## config.mk

```make
export PLATFORM = sky130hd
export DESIGN_NAME = char_lcd_write_sequencer
export DESIGN_NICKNAME = d
export VERILOG_FILES = /design/src/sv/lcdws_pkg.sv /design/src/sv/lcdws_front.sv /design/src/sv/lcdws_fifo.sv /design/src/sv/lcdws_back.sv /design/src/sv/char_lcd_write_sequencer.sv
export SDC_FILE = /design/constraint.sdc
export NUM_CORES = 1
export LEC_CHECK = 0
export BUFFER_PORTS_ARGS = -buffer_cell sky130_fd_sc_hd__buf_4
export CAP_MARGIN = 20
export CELL_PAD_IN_SITES_DETAIL_PLACEMENT = 1
export CELL_PAD_IN_SITES_GLOBAL_PLACEMENT = 1
export CORE_MARGIN = 4
export CORE_UTILIZATION = 47
export DETAILED_ROUTE_END_ITERATION = 10
export GPL_ROUTABILITY_DRIVEN = 1
export HOLD_SLACK_MARGIN = 0.02
export PLACE_DENSITY_LB_ADDON = 0.1
export SYNTH_ARGS = -nofsm -noshare
export SYNTH_HDL_FRONTEND = slang
export SYNTH_SLANG_ARGS = --single-unit
```

## constraint.sdc

```tcl
create_clock -name clk -period 7.5 [get_ports clk]
set_clock_uncertainty 0.2 [all_clocks]
set_input_delay 0.375 -clock clk [delete_from_list [all_inputs] [get_ports clk]]
set_output_delay 0.375 -clock clk [all_outputs]
set_load 0.03 [all_outputs]
```

## src/sv/lcdws_pkg.sv

```systemverilog
// shared types, request codes and the init command table of the lcd write sequencer
package lcdws_pkg;

	localparam logic [2:0] REQ_INIT  = 3'd0;
	localparam logic [2:0] REQ_CMD   = 3'd1;
	localparam logic [2:0] REQ_DATA  = 3'd2;
	localparam logic [2:0] REQ_CLEAR = 3'd3;
	localparam logic [2:0] REQ_GOTO  = 3'd4;
	localparam logic [2:0] REQ_NUM   = 3'd5;

	localparam logic [7:0] CMD_FUNC_SET  = 8'b0011_1000;
	localparam logic [7:0] CMD_DISP_ON   = 8'b0000_1111;
	localparam logic [7:0] CMD_CLEAR     = 8'b0000_0001;
	localparam logic [7:0] CMD_ENTRY     = 8'b0000_0110;
	localparam logic [1:0] DDRAM_LINE1   = 2'b10;
	localparam logic [1:0] DDRAM_LINE2   = 2'b11;
	localparam logic [7:0] LINE_ONE      = 8'd1;
	localparam logic [7:0] LINE_TWO      = 8'd2;
	localparam logic [7:0] CHAR_MINUS    = 8'h2D;
	localparam logic [3:0] CHAR_DIGIT_HI = 4'h3;

	localparam logic [4:0] HOLD_STD      = 5'd1;
	localparam logic [4:0] HOLD_CLEAR    = 5'd4;
	localparam logic [4:0] HOLD_SETUP    = 5'd2;
	localparam logic [4:0] HOLD_POWER_UP = 5'd30;

	localparam int         NUM_DIGITS    = 10;
	localparam logic [31:0] RECIP_TEN    = 32'hCCCC_CCCD;
	localparam int         RECIP_SHIFT   = 35;
	localparam logic [2:0] INIT_ENTRIES  = 3'd5;

	typedef struct packed {
		logic [2:0]         req_type;
		logic [7:0]         byte_value;
		logic [7:0]         line;
		logic [5:0]         position;
		logic signed [31:0] number;
	} req_t;

	typedef struct packed {
		logic       reg_select;
		logic       read_write;
		logic       enable;
		logic [7:0] bus_data;
		logic [4:0] hold_ms;
		logic       last;
	} res_t;

	// one queued byte write, or the single power-up wait step
	typedef struct packed {
		logic       idle_step;
		logic       rs;
		logic [7:0] value;
		logic [4:0] low_hold;
		logic       last;
	} q_entry_t;

	typedef struct packed {
		logic     valid;
		q_entry_t entry;
	} q_push_t;

	function automatic q_entry_t init_entry(input logic [2:0] idx);
		q_entry_t e;
		e = '0;
		unique case (idx)
			3'd0: begin
				e.idle_step = 1'b1;
				e.low_hold  = HOLD_POWER_UP;
			end
			3'd1: begin
				e.value    = CMD_FUNC_SET;
				e.low_hold = HOLD_SETUP;
			end
			3'd2: begin
				e.value    = CMD_DISP_ON;
				e.low_hold = HOLD_SETUP;
			end
			3'd3: begin
				e.value    = CMD_CLEAR;
				e.low_hold = HOLD_CLEAR;
			end
			3'd4: begin
				e.value    = CMD_ENTRY;
				e.low_hold = HOLD_STD;
				e.last     = 1'b1;
			end
			default: e = '0;
		endcase
		return e;
	endfunction

endpackage

```

## src/sv/lcdws_front.sv

```systemverilog
// front end: accepts requests, converts numbers to digits and queues byte writes
module lcdws_front import lcdws_pkg::*; (
	input  logic    clk,
	input  logic    arst_n,
	input  logic    accept,
	input  req_t    request,
	input  logic    q_full,
	output q_push_t push,
	output logic    busy
);

	typedef enum logic [2:0] {F_IDLE, F_INIT, F_MUL, F_DIV, F_SIGN, F_DIG} fstate_t;

	fstate_t     state_q;
	logic [2:0]  idx_q;
	logic        neg_q;
	logic [31:0] mag_q;
	logic [63:0] prod_q;
	logic [3:0]  nd_q;
	logic [3:0]  digit_q [NUM_DIGITS];

	logic [63:0] prod;
	logic [28:0] quot;
	logic [31:0] rem;
	logic [31:0] mag_in;

	assign prod   = mag_q * RECIP_TEN;
	assign quot   = prod_q[63:RECIP_SHIFT];
	assign rem    = mag_q - {quot, 3'b000} - {2'b00, quot, 1'b0};
	assign mag_in = request.number[31] ? (32'd0 - request.number) : request.number;
	assign busy   = (state_q != F_IDLE);

	always_comb begin
		push = '0;
		unique case (state_q)
			F_IDLE: begin
				if (accept) begin
					case (request.req_type)
						REQ_INIT: begin
							push.valid = 1'b1;
							push.entry = init_entry(3'd0);
						end
						REQ_CMD, REQ_DATA: begin
							push.valid          = 1'b1;
							push.entry.rs       = (request.req_type == REQ_DATA);
							push.entry.value    = request.byte_value;
							push.entry.low_hold = HOLD_STD;
							push.entry.last     = 1'b1;
						end
						REQ_CLEAR: begin
							push.valid          = 1'b1;
							push.entry.value    = CMD_CLEAR;
							push.entry.low_hold = HOLD_CLEAR;
							push.entry.last     = 1'b1;
						end
						REQ_GOTO: begin
							push.valid          = (request.line == LINE_ONE) ||
								(request.line == LINE_TWO);
							push.entry.value    = {(request.line == LINE_ONE) ?
								DDRAM_LINE1 : DDRAM_LINE2, request.position};
							push.entry.low_hold = HOLD_STD;
							push.entry.last     = 1'b1;
						end
						default: push = '0;
					endcase
				end
			end
			F_INIT: begin
				push.valid = !q_full;
				push.entry = init_entry(idx_q);
			end
			F_SIGN: begin
				push.valid          = !q_full;
				push.entry.rs       = 1'b1;
				push.entry.value    = CHAR_MINUS;
				push.entry.low_hold = HOLD_STD;
			end
			F_DIG: begin
				push.valid          = !q_full;
				push.entry.rs       = 1'b1;
				push.entry.value    = {CHAR_DIGIT_HI, digit_q[0]};
				push.entry.low_hold = HOLD_STD;
				push.entry.last     = (nd_q == 4'd1);
			end
			default: push = '0;
		endcase
	end

	always_ff @(posedge clk or negedge arst_n) begin
		if (!arst_n) begin
			state_q <= F_IDLE;
			idx_q   <= '0;
			nd_q    <= '0;
		end else begin
			unique case (state_q)
				F_IDLE: begin
					if (accept && request.req_type == REQ_INIT) begin
						idx_q   <= 3'd1;
						state_q <= F_INIT;
					end else if (accept && request.req_type == REQ_NUM) begin
						nd_q    <= '0;
						state_q <= F_MUL;
					end
				end
				F_INIT: begin
					if (!q_full) begin
						idx_q <= idx_q + 3'd1;
						if (idx_q == INIT_ENTRIES - 3'd1) state_q <= F_IDLE;
					end
				end
				F_MUL: state_q <= F_DIV;
				F_DIV: begin
					nd_q <= nd_q + 4'd1;
					if (quot == '0) state_q <= neg_q ? F_SIGN : F_DIG;
					else            state_q <= F_MUL;
				end
				F_SIGN: begin
					if (!q_full) state_q <= F_DIG;
				end
				F_DIG: begin
					if (!q_full) begin
						nd_q <= nd_q - 4'd1;
						if (nd_q == 4'd1) state_q <= F_IDLE;
					end
				end
				default: state_q <= F_IDLE;
			endcase
		end
	end

	// datapath of the digit conversion, no reset
	always_ff @(posedge clk) begin
		if (state_q == F_IDLE && accept) begin
			neg_q <= request.number[31];
			mag_q <= mag_in;
		end
		if (state_q == F_MUL) prod_q <= prod;
		if (state_q == F_DIV) begin
			mag_q      <= {3'b000, quot};
			digit_q[0] <= rem[3:0];
			for (int i = 1; i < NUM_DIGITS; i++) digit_q[i] <= digit_q[i-1];
		end
		if (state_q == F_DIG && !q_full) begin
			for (int i = 0; i < NUM_DIGITS - 1; i++) digit_q[i] <= digit_q[i+1];
		end
	end

	a_dig_count: assert property (@(posedge clk) disable iff (!arst_n)
		(state_q == F_DIG || state_q == F_SIGN) |-> (nd_q != 4'd0))
		else $error("digit emission with no digits left");

endmodule

```

## src/sv/lcdws_fifo.sv

```systemverilog
// small register queue between the front end and the pin step generator
module lcdws_fifo import lcdws_pkg::*; #(
	parameter int DEPTH = 4
) (
	input  logic     clk,
	input  logic     arst_n,
	input  q_push_t  push,
	input  logic     pop,
	output q_entry_t head,
	output logic     full,
	output logic     empty
);

	localparam int PW = (DEPTH > 1) ? $clog2(DEPTH) : 1;
	localparam int CW = $clog2(DEPTH + 1);

	q_entry_t      mem_q [DEPTH];
	logic [PW-1:0] wr_q, rd_q;
	logic [CW-1:0] cnt_q;

	assign full  = (cnt_q == CW'(DEPTH));
	assign empty = (cnt_q == '0);
	assign head  = mem_q[rd_q];

	function automatic logic [PW-1:0] nxt(input logic [PW-1:0] p);
		return (p == PW'(DEPTH - 1)) ? '0 : p + PW'(1);
	endfunction

	always_ff @(posedge clk or negedge arst_n) begin
		if (!arst_n) begin
			wr_q  <= '0;
			rd_q  <= '0;
			cnt_q <= '0;
		end else begin
			if (push.valid) wr_q <= nxt(wr_q);
			if (pop)        rd_q <= nxt(rd_q);
			if (push.valid && !pop)      cnt_q <= cnt_q + CW'(1);
			else if (!push.valid && pop) cnt_q <= cnt_q - CW'(1);
		end
	end

	always_ff @(posedge clk) begin
		if (push.valid) mem_q[wr_q] <= push.entry;
	end

	a_no_overflow: assert property (@(posedge clk) disable iff (!arst_n)
		!(push.valid && full && !pop))
		else $error("queue overflow");

	a_no_underflow: assert property (@(posedge clk) disable iff (!arst_n)
		!(pop && empty))
		else $error("queue underflow");

endmodule

```

## src/sv/lcdws_back.sv

```systemverilog
// back end: turns queued byte writes into enable-high and enable-low pin steps
module lcdws_back import lcdws_pkg::*; (
	input  logic     clk,
	input  logic     arst_n,
	input  q_entry_t head,
	input  logic     empty,
	output logic     pop,
	output res_t     result,
	output logic     strobe,
	output logic     busy
);

	typedef enum logic {B_IDLE, B_LOW} bstate_t;

	bstate_t  state_q;
	q_entry_t cur_q;
	res_t     result_q;
	logic     strobe_q;

	assign pop    = (state_q == B_IDLE) && !empty;
	assign result = result_q;
	assign strobe = strobe_q;
	assign busy   = (state_q != B_IDLE);

	always_ff @(posedge clk or negedge arst_n) begin
		if (!arst_n) begin
			state_q  <= B_IDLE;
			strobe_q <= 1'b0;
			cur_q    <= '0;
			result_q <= '0;
		end else begin
			strobe_q <= 1'b0;
			unique case (state_q)
				B_IDLE: begin
					if (!empty) begin
						strobe_q            <= 1'b1;
						cur_q               <= head;
						result_q.reg_select <= head.rs;
						result_q.read_write <= 1'b0;
						result_q.bus_data   <= head.value;
						if (head.idle_step) begin
							result_q.enable  <= 1'b0;
							result_q.hold_ms <= head.low_hold;
							result_q.last    <= head.last;
						end else begin
							result_q.enable  <= 1'b1;
							result_q.hold_ms <= HOLD_STD;
							result_q.last    <= 1'b0;
							state_q          <= B_LOW;
						end
					end
				end
				B_LOW: begin
					strobe_q         <= 1'b1;
					result_q.enable  <= 1'b0;
					result_q.hold_ms <= cur_q.low_hold;
					result_q.last    <= cur_q.last;
					state_q          <= B_IDLE;
				end
				default: state_q <= B_IDLE;
			endcase
		end
	end

	a_low_follows_high: assert property (@(posedge clk) disable iff (!arst_n)
		(strobe_q && result_q.enable) |=> (strobe_q && !result_q.enable &&
		$stable(result_q.bus_data)))
		else $error("enable high step not followed by its low step");

endmodule

```

## src/sv/char_lcd_write_sequencer.sv

```systemverilog
// top level of the character lcd write sequencer
// Takes one request while busy is low and start is high, then drives the pin steps of an
// 8-bit character lcd write on result, one step per cycle while byte writes are queued,
// each marked by strobe. Every byte write is an enable-high step held 1 ms and an
// enable-low step that carries any extra wait. Command, data, clear and go-to requests
// give two steps; init gives the 30 ms power-up step plus four commands, 9 steps. A
// signed number is converted by a reciprocal multiply, a multiply and a divide state per
// decimal digit, then sign and digits stream out two steps per character: up to 22 steps
// for the most negative value. Requests that act on nothing (go-to on a line other than
// 1 or 2, unused request types) give no steps and leave busy low. The receiver cannot
// stall: each step is marked by strobe for exactly one cycle.
module char_lcd_write_sequencer import lcdws_pkg::*; #(
	parameter int QUEUE_DEPTH = 4
) (
	input  logic clk,
	input  logic arst_n,
	input  logic start,
	input  req_t request,
	output logic busy,
	output res_t result,
	output logic strobe
);

	logic     accept;
	q_push_t  push;
	q_entry_t head;
	logic     q_full, q_empty, pop;
	logic     front_busy, back_busy;

	// a request is taken only when front, queue and back are all drained
	assign accept = start && !busy;
	assign busy   = front_busy || back_busy || !q_empty;

	// front end: classify the request and queue its byte writes
	lcdws_front u_front (
		.clk    (clk),
		.arst_n (arst_n),
		.accept (accept),
		.request(request),
		.q_full (q_full),
		.push   (push),
		.busy   (front_busy)
	);

	// decoupling queue of byte writes
	lcdws_fifo #(.DEPTH(QUEUE_DEPTH)) u_fifo (
		.clk    (clk),
		.arst_n (arst_n),
		.push   (push),
		.pop    (pop),
		.head   (head),
		.full   (q_full),
		.empty  (q_empty)
	);

	// back end: two pin steps per byte, one step per cycle while byte writes are queued
	lcdws_back u_back (
		.clk    (clk),
		.arst_n (arst_n),
		.head   (head),
		.empty  (q_empty),
		.pop    (pop),
		.result (result),
		.strobe (strobe),
		.busy   (back_busy)
	);

	// nothing is queued unless a request is in flight
	a_push_in_flight: assert property (@(posedge clk) disable iff (!arst_n)
		push.valid |-> (accept || front_busy))
		else $error("byte write queued with no request in flight");

endmodule
```

==> run summary, run 1 <==
status - finished clean
YS warnings - 0
Die Ht - 242.9 um
Avg Synthesized Cell Area - 10.52 um2
gr ovfl total - 0
max-slew violation count - 0
max-cap violations - 0
Layout area overhead - 21.90%
Seq/Total Area, Yosys - 0.2240
worst r2r src - u_front.mag_q[2]
post-route ant nets - 0
clk_lat worst skew - 0.55 ns
R2R Setup Slk - 0.04 ns
root buffer cell - clkbuf_16
fmax - 0.1340 GHz
min-delay src - request[6]
Worst EP arrival - 7.65 ns
slowest cell delay on critical path - 0.61 ns
Fill cells - 5827
gr usage total - 0.2923
via/cell ratio - 5.420
# IOs - 79
Final min period - 7.465 ns
async set-or-reset flop fraction in the synthesized netlist - 0.1940
Post-synth EDFFs - 159
Detailed Route WL - 87.34 mm
Hold WC Path Type - in2reg
CP Cell Sequence - buf_4, ha_1, xor2_2, a21o_1, fa_1, fa_1, fa_1, fa_1, fa_1, inv_1, fa_1, inv_2, ha_4, a21o_1, or2_4, o32a_1, a221o_1, o31a_1, o21ai_2, buf_4, mux2i_1, o311a_1
RSZ-0062 raised after global routing - true
post-synthesis cell count - 2466
WP data required - 7.69 ns
H-Tree Depth - 1
WHS Endpoint - u_front.mag_q[6]
Core ar. - 0.05424 mm2
Netlist cell types - 72
Critical Path Sink Type - register
Worst Path Buf+Inv - 4
R2R Path End - u_front.prod_q[54]
WHS - 0.05406 ns
hold path depth - 3
Slew @ Worst Pin - 1.054 ns
Cells after DPL - 3466
Max transition margin - 0.2897
first-pass GRT wire length - 130.8 mm
Detailed Route Iter0 Violations - 983
list of most frequent post-synthesis cells - inv_1, fa_1, ha_1
clock buffer depth - 3
period utilization - 0.9953
Num CTS Buffers - 24
Remaining DRCs - 0
nets - 3653
DPL Wire Length - 74.34 mm
Num Clock Sinks - 201
IO buf count - 77
Synth Flop Type - edfxtp_1
GP Congestion - 1.015
DIE AREA - 0.05902 mm2
row count - 85
Synth top area share - 0.2987
initial antenna violation count - 0
synthesized cell area - 0.02594 mm2
largest net degree at the start of global routing - 55
vias in the first global route - 21845
CP delay by family, top - adder cells
Avg WL per Cell - 24.57 um
diode count - 0
critical path peak fanout - 6
Finished Layout Cells - 3554
crit path kind - reg2reg
count leader, synth - inv_1
most used cell, CP - fa_1
Chip Width - 242.9 um
leading area contributor after synthesis - fa_1
final setup fails - 0
Final Hold Fails - 0
Initial Utilization - 0.4783
vias post-DR - 19261
Worst R2R Path Depth - 22
Worst-path clk slew - 0.06 ns
fraction of layout cells with a size suffix above 1 - 0.2208
post-synth net total - 3279
Final TNS setup - 0 ns
router iterations before antenna repair - 5
Synth Register Bits - 201
startpoint type of the worst setup path - register
CTS tree - yes
CP max-delay cell - fa_1
Area contributors post-synth - fa_1, edfxtp_1, ha_1
CP startpoint - u_front.mag_q[2]
[repair_timing]
action | in CTS | in global routing
hold buffers | 5 | 0
resized for setup | 61 | 155
buffers inserted | 9 | 33
gates cloned | 0 | 0
pin swaps | 21 | 124
endpoints found under the hold margin | 43 | 0
endpoints found under the setup margin | 17 | 16
[worst reg2reg max path, delay by kind of cell, from the launching register on]
kind,cells,cell delay [ns]
XOR/XNOR,1,0.22
buffers and inverters,4,0.48
adder cells (fa/ha/maj),8,3.60
AO/OA/AOI/OAI,7,1.89
multiplexers,1,0.17
AND/OR/NAND/NOR,1,0.24
flip-flops,1,0.52
[cells in the final DEF, fill, tap and decap left out, types with 39 or more instances in the layout]
cell / synthesis / layout
inv_1: 539 / 511
buf_4: 2 / 373
fa_1: 387 / 370
ha_1: 366 / 313
nand2_1: 266 / 259
edfxtp_1: 159 / 159
o21ai_0: 83 / 74
a21oi_1: 83 / 71
xor2_1: 72 / 67
nor2_1: 60 / 57
a21o_1: 50 / 50
ha_4: 0 / 43
dfrtp_1: 39 / 39
[worst max path at each step]
| stage | depth (start not counted) | slack [ns] | endpoint |
|---|---|---|---|
| 6_report | 22 | 0.04 | u_front.prod_q[54] |
| 5_1_grt | 23 | -0.22 | u_front.prod_q[63] |
| 4_1_cts | 27 | 0.002 | u_front.prod_q[57] |
| 3_5_place_dp | 27 | -0.53 | u_front.prod_q[59] |
| 3_3_place_gp | 27 | -0.41 | u_front.prod_q[59] |
| 2_1_floorplan | 23 | 0.23 | u_front.prod_q[61] |
[registers in the layout (all words and copies together), names as in the netlist, 2 cells and up]
register	cells
u_fifo.mem_q	60
u_front.digit_q	40
u_front.mag_q	32
u_front.prod_q	29
u_back.result	15
u_back.cur_q	5
u_front.nd_q	4
u_fifo.cnt_q	3
u_front.idx_q	3
u_front.state_q	3
u_fifo.rd_q	2
u_fifo.wr_q	2
[through the flow]
stage | cell area, um2 | utilization | setup slack, ns
after floorplan | 25940 | - | 0.2336
after global placement | 29310 | 0.5403 | -0.4132
after detailed placement | 29310 | 0.5403 | -0.5336
after CTS | 30550 | 0.5633 | 0.002193
after global routing | 31620 | 0.5830 | -0.2154
final | 31620 | 0.5830 | 0.03522
[metal layers]
metal | wire [um] | share of wire | track usage
met1 | 35140 | 0.40 | 0.3639
met2 | 44310 | 0.51 | 0.5181
met3 | 3035 | 0.035 | 0.02914
met4 | 4848 | 0.056 | 0.1282
met5 | 0 | 0 | 0
[cells by family after synthesis]
logic type,share of synthesized area
multiplexers,0.01510
adder cells (fa/ha/maj),0.4752
buffers and inverters,0.08595
flip-flops,0.2240
AO/OA/AOI/OAI,0.08103
other,0.0001446
AND/OR/NAND/NOR,0.08011
XOR/XNOR,0.03849
[layout make-up]
cell class                 instances  area, um2  area share
clock buffer                      31      646.9     0.02046
clock inverter                    13      160.2    0.005065
inverter                         539       2031     0.06422
multi-input combinational       1673      18970      0.5998
sequential                       201       5811      0.1838
tap                              696      870.8     0.02754
timing repair buffer             401       3134     0.09912
Power of run 1 is left out: the tool's default activity adds up to more than one toggle a clock period on the data nets, which glitch-free logic cannot reach.
==> inputs of run 2 (changes only) <==
Settings changed: ABC_AREA set to 1, CORE_UTILIZATION 47 to 46.
==> run 2 against run 1 <==
Compared with the run above:
- via count rose by 12%
- sequential share of layout area increased by 0.53 points
- critical endpoint is now u_front.prod_q[56]
- count of clock-buffer cells in the layout up 1
- non-clock buffer count shrank 254
- synthesized cell count up 26%
- critical path type unchanged
- first-iteration DRC count grew 33%
==> run summary, run 2 <==
post-route ant nets - 0 (unchanged)
DPL Wire Length - 85.09 mm (was 74.34 mm)
WP data required - 7.61 ns (was 7.69 ns)
Worst EP arrival - 7.31 ns (was 7.65 ns)
count leader, synth - inv_1 (unchanged)
final setup fails - 0 (unchanged)
Avg Synthesized Cell Area - 8.916 um2 (was 10.52 um2)
Num CTS Buffers - 26 (was 24)
diode count - 0 (unchanged)
post-synthesis cell count - 3118 (was 2466)
critical path peak fanout - 6 (unchanged)
Synth top area share - 0.2787 (was 0.2987)
post-synth net total - 3931 (was 3279)
Finished Layout Cells - 4052 (was 3554)
Worst-path clk slew - 0.06 ns (about the same)
clock buffer depth - 3 (unchanged)
H-Tree Depth - 1 (unchanged)
most frequent cells in the layout - inv_1, nand2_1, fa_1, ha_1, nor2_1 (was inv_1, buf_4, fa_1, ha_1, nand2_1)
Worst Path Buf+Inv - 5 (was 4)
leading area contributor after synthesis - fa_1 (unchanged)
RSZ-0062 raised after global routing - false (was true)
fmax - 0.1389 GHz (was 0.1340 GHz)
Slew @ Worst Pin - 1.091 ns (was 1.054 ns)
largest register by flop count - u_fifo.mem_q (unchanged)
DIE AREA - 0.06443 mm2 (was 0.05902 mm2)
Final TNS setup - 0 ns (unchanged)
largest net degree at the start of global routing - 60 (was 55)
Worst R2R Path Depth - 20 (was 22)
CP max-delay cell - ha_1 (was fa_1)
Post-synth EDFFs - 159 (unchanged)
Largest regs - u_fifo.mem_q (60), u_front.digit_q (40), u_front.mag_q (32) (unchanged)
Avg WL per Cell - 23.91 um (was 24.57 um)
Hold WC Path Type - in2reg (unchanged)
fraction of layout cells with a size suffix above 1 - 0.07960 (was 0.2208)
Synth Flop Type - edfxtp_1 (unchanged)
router iterations before antenna repair - 5 (unchanged)
Max transition margin - 0.2653 (was 0.2897)
Seq/Total Area, Yosys - 0.2090 (was 0.2240)
period utilization - 0.9596 (was 0.9953)
Cells after DPL - 3989 (was 3466)
Initial Utilization - 0.4675 (was 0.4783)
Critical Path Sink Type - register (unchanged)
Final min period - 7.197 ns (was 7.465 ns)
hold path depth - 3 (unchanged)
Final Hold Fails - 0 (unchanged)
most used cell, CP - fa_1 (unchanged)
CP delay by family, top - adder cells (unchanged)
number of flip-flops under the largest register name - 60 (unchanged)
max-cap violations - 0 (unchanged)
Synth Register Bits - 201 (unchanged)
startpoint type of the worst setup path - register (unchanged)
list of most frequent post-synthesis cells - inv_1, nand2_1, fa_1 (was inv_1, fa_1, ha_1)
most common cell after layout, fill and taps aside - inv_1 (unchanged)
slowest cell delay on critical path - 0.70 ns (was 0.61 ns)
Area contributors post-synth - fa_1, edfxtp_1, ha_1 (unchanged)
Detailed Route WL - 96.90 mm (was 87.34 mm)
row count - 89 (was 85)
crit path kind - reg2reg (unchanged)
post-route core utilization - 0.5169 (was 0.5830)
via/cell ratio - 5.307 (was 5.420)
Layout area overhead - 10.57% (was 21.90%)
CTS tree - yes (unchanged)
root buffer cell - clkbuf_16 (unchanged)
vias in the first global route - 24004 (was 21845)
GP Congestion - 0.9960 (was 1.015)
max-slew violation count - 0 (unchanged)
YS warnings - 0 (unchanged)
Core ar. - 0.05946 mm2 (was 0.05424 mm2)
gr ovfl total - 0 (unchanged)
vias post-DR - 21502 (was 19261)
Stages on worst setup path - 20 (was 22)
initial antenna violation count - 0 (unchanged)
async set-or-reset flop fraction in the synthesized netlist - 0.1940 (unchanged)
gr usage total - 0.3064 (was 0.2923)
Netlist cell types - 52 (was 72)
nets - 4072 (was 3653)
first-pass GRT wire length - 146.1 mm (was 130.8 mm)
synthesized cell area - 0.02780 mm2 (was 0.02594 mm2)
Die Ht - 253.8 um (was 242.9 um)
Detailed Route Iter0 Violations - 1310 (was 983)
Remaining DRCs - 0 (unchanged)
status - finished clean (unchanged)
clk_lat worst skew - 0.57 ns (was 0.55 ns)
Fill cells - 6937 (was 5827)
Chip Width - 253.8 um (was 242.9 um)
CP Cell Sequence - ha_1, inv_1, fa_1, inv_1, fa_1, inv_1, fa_1, inv_1, fa_1, fa_1, fa_1, ha_1, ha_1, nand2_1, nor2_1, inv_1, nor3_1, nand3_1, nand3_1, nand2_1 (was buf_4, ha_1, xor2_2, a21o_1, fa_1, fa_1, fa_1, fa_1, fa_1, inv_1, fa_1, inv_2, ha_4, a21o_1, or2_4, o32a_1, a221o_1, o31a_1, o21ai_2, buf_4, mux2i_1, o311a_1)
IO buf count - 77 (unchanged)
WHS - 0.04624 ns (was 0.05406 ns)
Num Clock Sinks - 201 (unchanged)
# IOs - 79 (unchanged)
==> run 2: cell types whose count changed in the layout (fill, tap and decap cells not counted), sizes merged, moves of 28 or more <==
| cell | previous run | this run |
|---|---|---|
| nand2 | 266 | 551 |
| buf | 396 | 138 |
| inv | 537 | 770 |
| nor2 | 60 | 243 |
| nand3 | 17 | 96 |
| a21o | 50 | 7 |
| o21ai | 92 | 135 |
| mux2 | 3 | 31 |
==> run 2: worst paths after layout <==
kind	start	to	slack (ns)
worst max-delay path	u_front.mag_q[24]	u_front.prod_q[56]	0.30
worst min-delay path	request[6]	u_front.mag_q[6]	0.05
worst max register to register	u_front.mag_q[24]	u_front.prod_q[56]	0.30
worst min register to register	u_front.digit_q[8][3]	u_front.digit_q[9][3]	0.27
max in group asynchronous	arst_n	u_front.idx_q[2]	6.53
min in group asynchronous	arst_n	u_front.idx_q[0]	0.17
==> run 2: stage by stage <==
stage,instance area (um2),setup WS (ns)
4_1_cts,30620,0.1530
3_5_place_dp,29610,0.0002083
5_1_grt,30740,0.02507
3_3_place_gp,29590,0.02367
6_report,30740,0.3030
2_1_floorplan,27800,1.225
==> run 2: repair_timing <==
item / CTS / global route
gates resized for setup: 2 / 6
setup endpoints to repair: 1 / 9
setup buffers: 0 / 4
hold buffers: 9 / 0
hold endpoints to repair: 47 / 0
==> run 2: routing by layer <==
| layer | GRT usage | up-vias | share of wire |
|---|---|---|---|
| met2 | 0.5136 | 462 | 0.47 |
| met1 | 0.3968 | 10908 | 0.42 |
| met3 | 0.04820 | 156 | 0.047 |
| met4 | 0.1312 | 0 | 0.054 |
| li1 | - | 9976 | - |
| met5 | 0 | - | 0 |
==> run 2: layout make-up <==
type / count / area, um2 / share of cell area
Sequential cell: 201 / 5811 / 0.1890
Clock inverter: 16 / 230.2 / 0.007489
Clock buffer: 32 / 683.2 / 0.02222
Inverter: 770 / 2890 / 0.09402
Timing Repair Buffer: 147 / 1179 / 0.03834
Tap cell: 773 / 967.2 / 0.03146
Multi-Input combinational cell: 2113 / 18980 / 0.6174
==> run 2: worst min-delay path: stages <==
cell and delay, ns:
buf_4 0.10, xor2_1 0.07, o21ai_0 0.15
==> run 2: kinds of logic (layout without fill, tap and decap cells) <==
group	count (synthesis)	after routing	share of synthesized area
DFF	201	201	0.2090
other	1	1	0.0001349
muxes	31	31	0.01256
buffers and inverters	804	965	0.1099
and+or+nand+nor	954	954	0.1415
AOI/OAI and AO/OA	301	301	0.06053
adders and majority gates	753	753	0.4434
xor gates and xnor gates	73	73	0.02300
Power of run 2 is left out for the same reason.
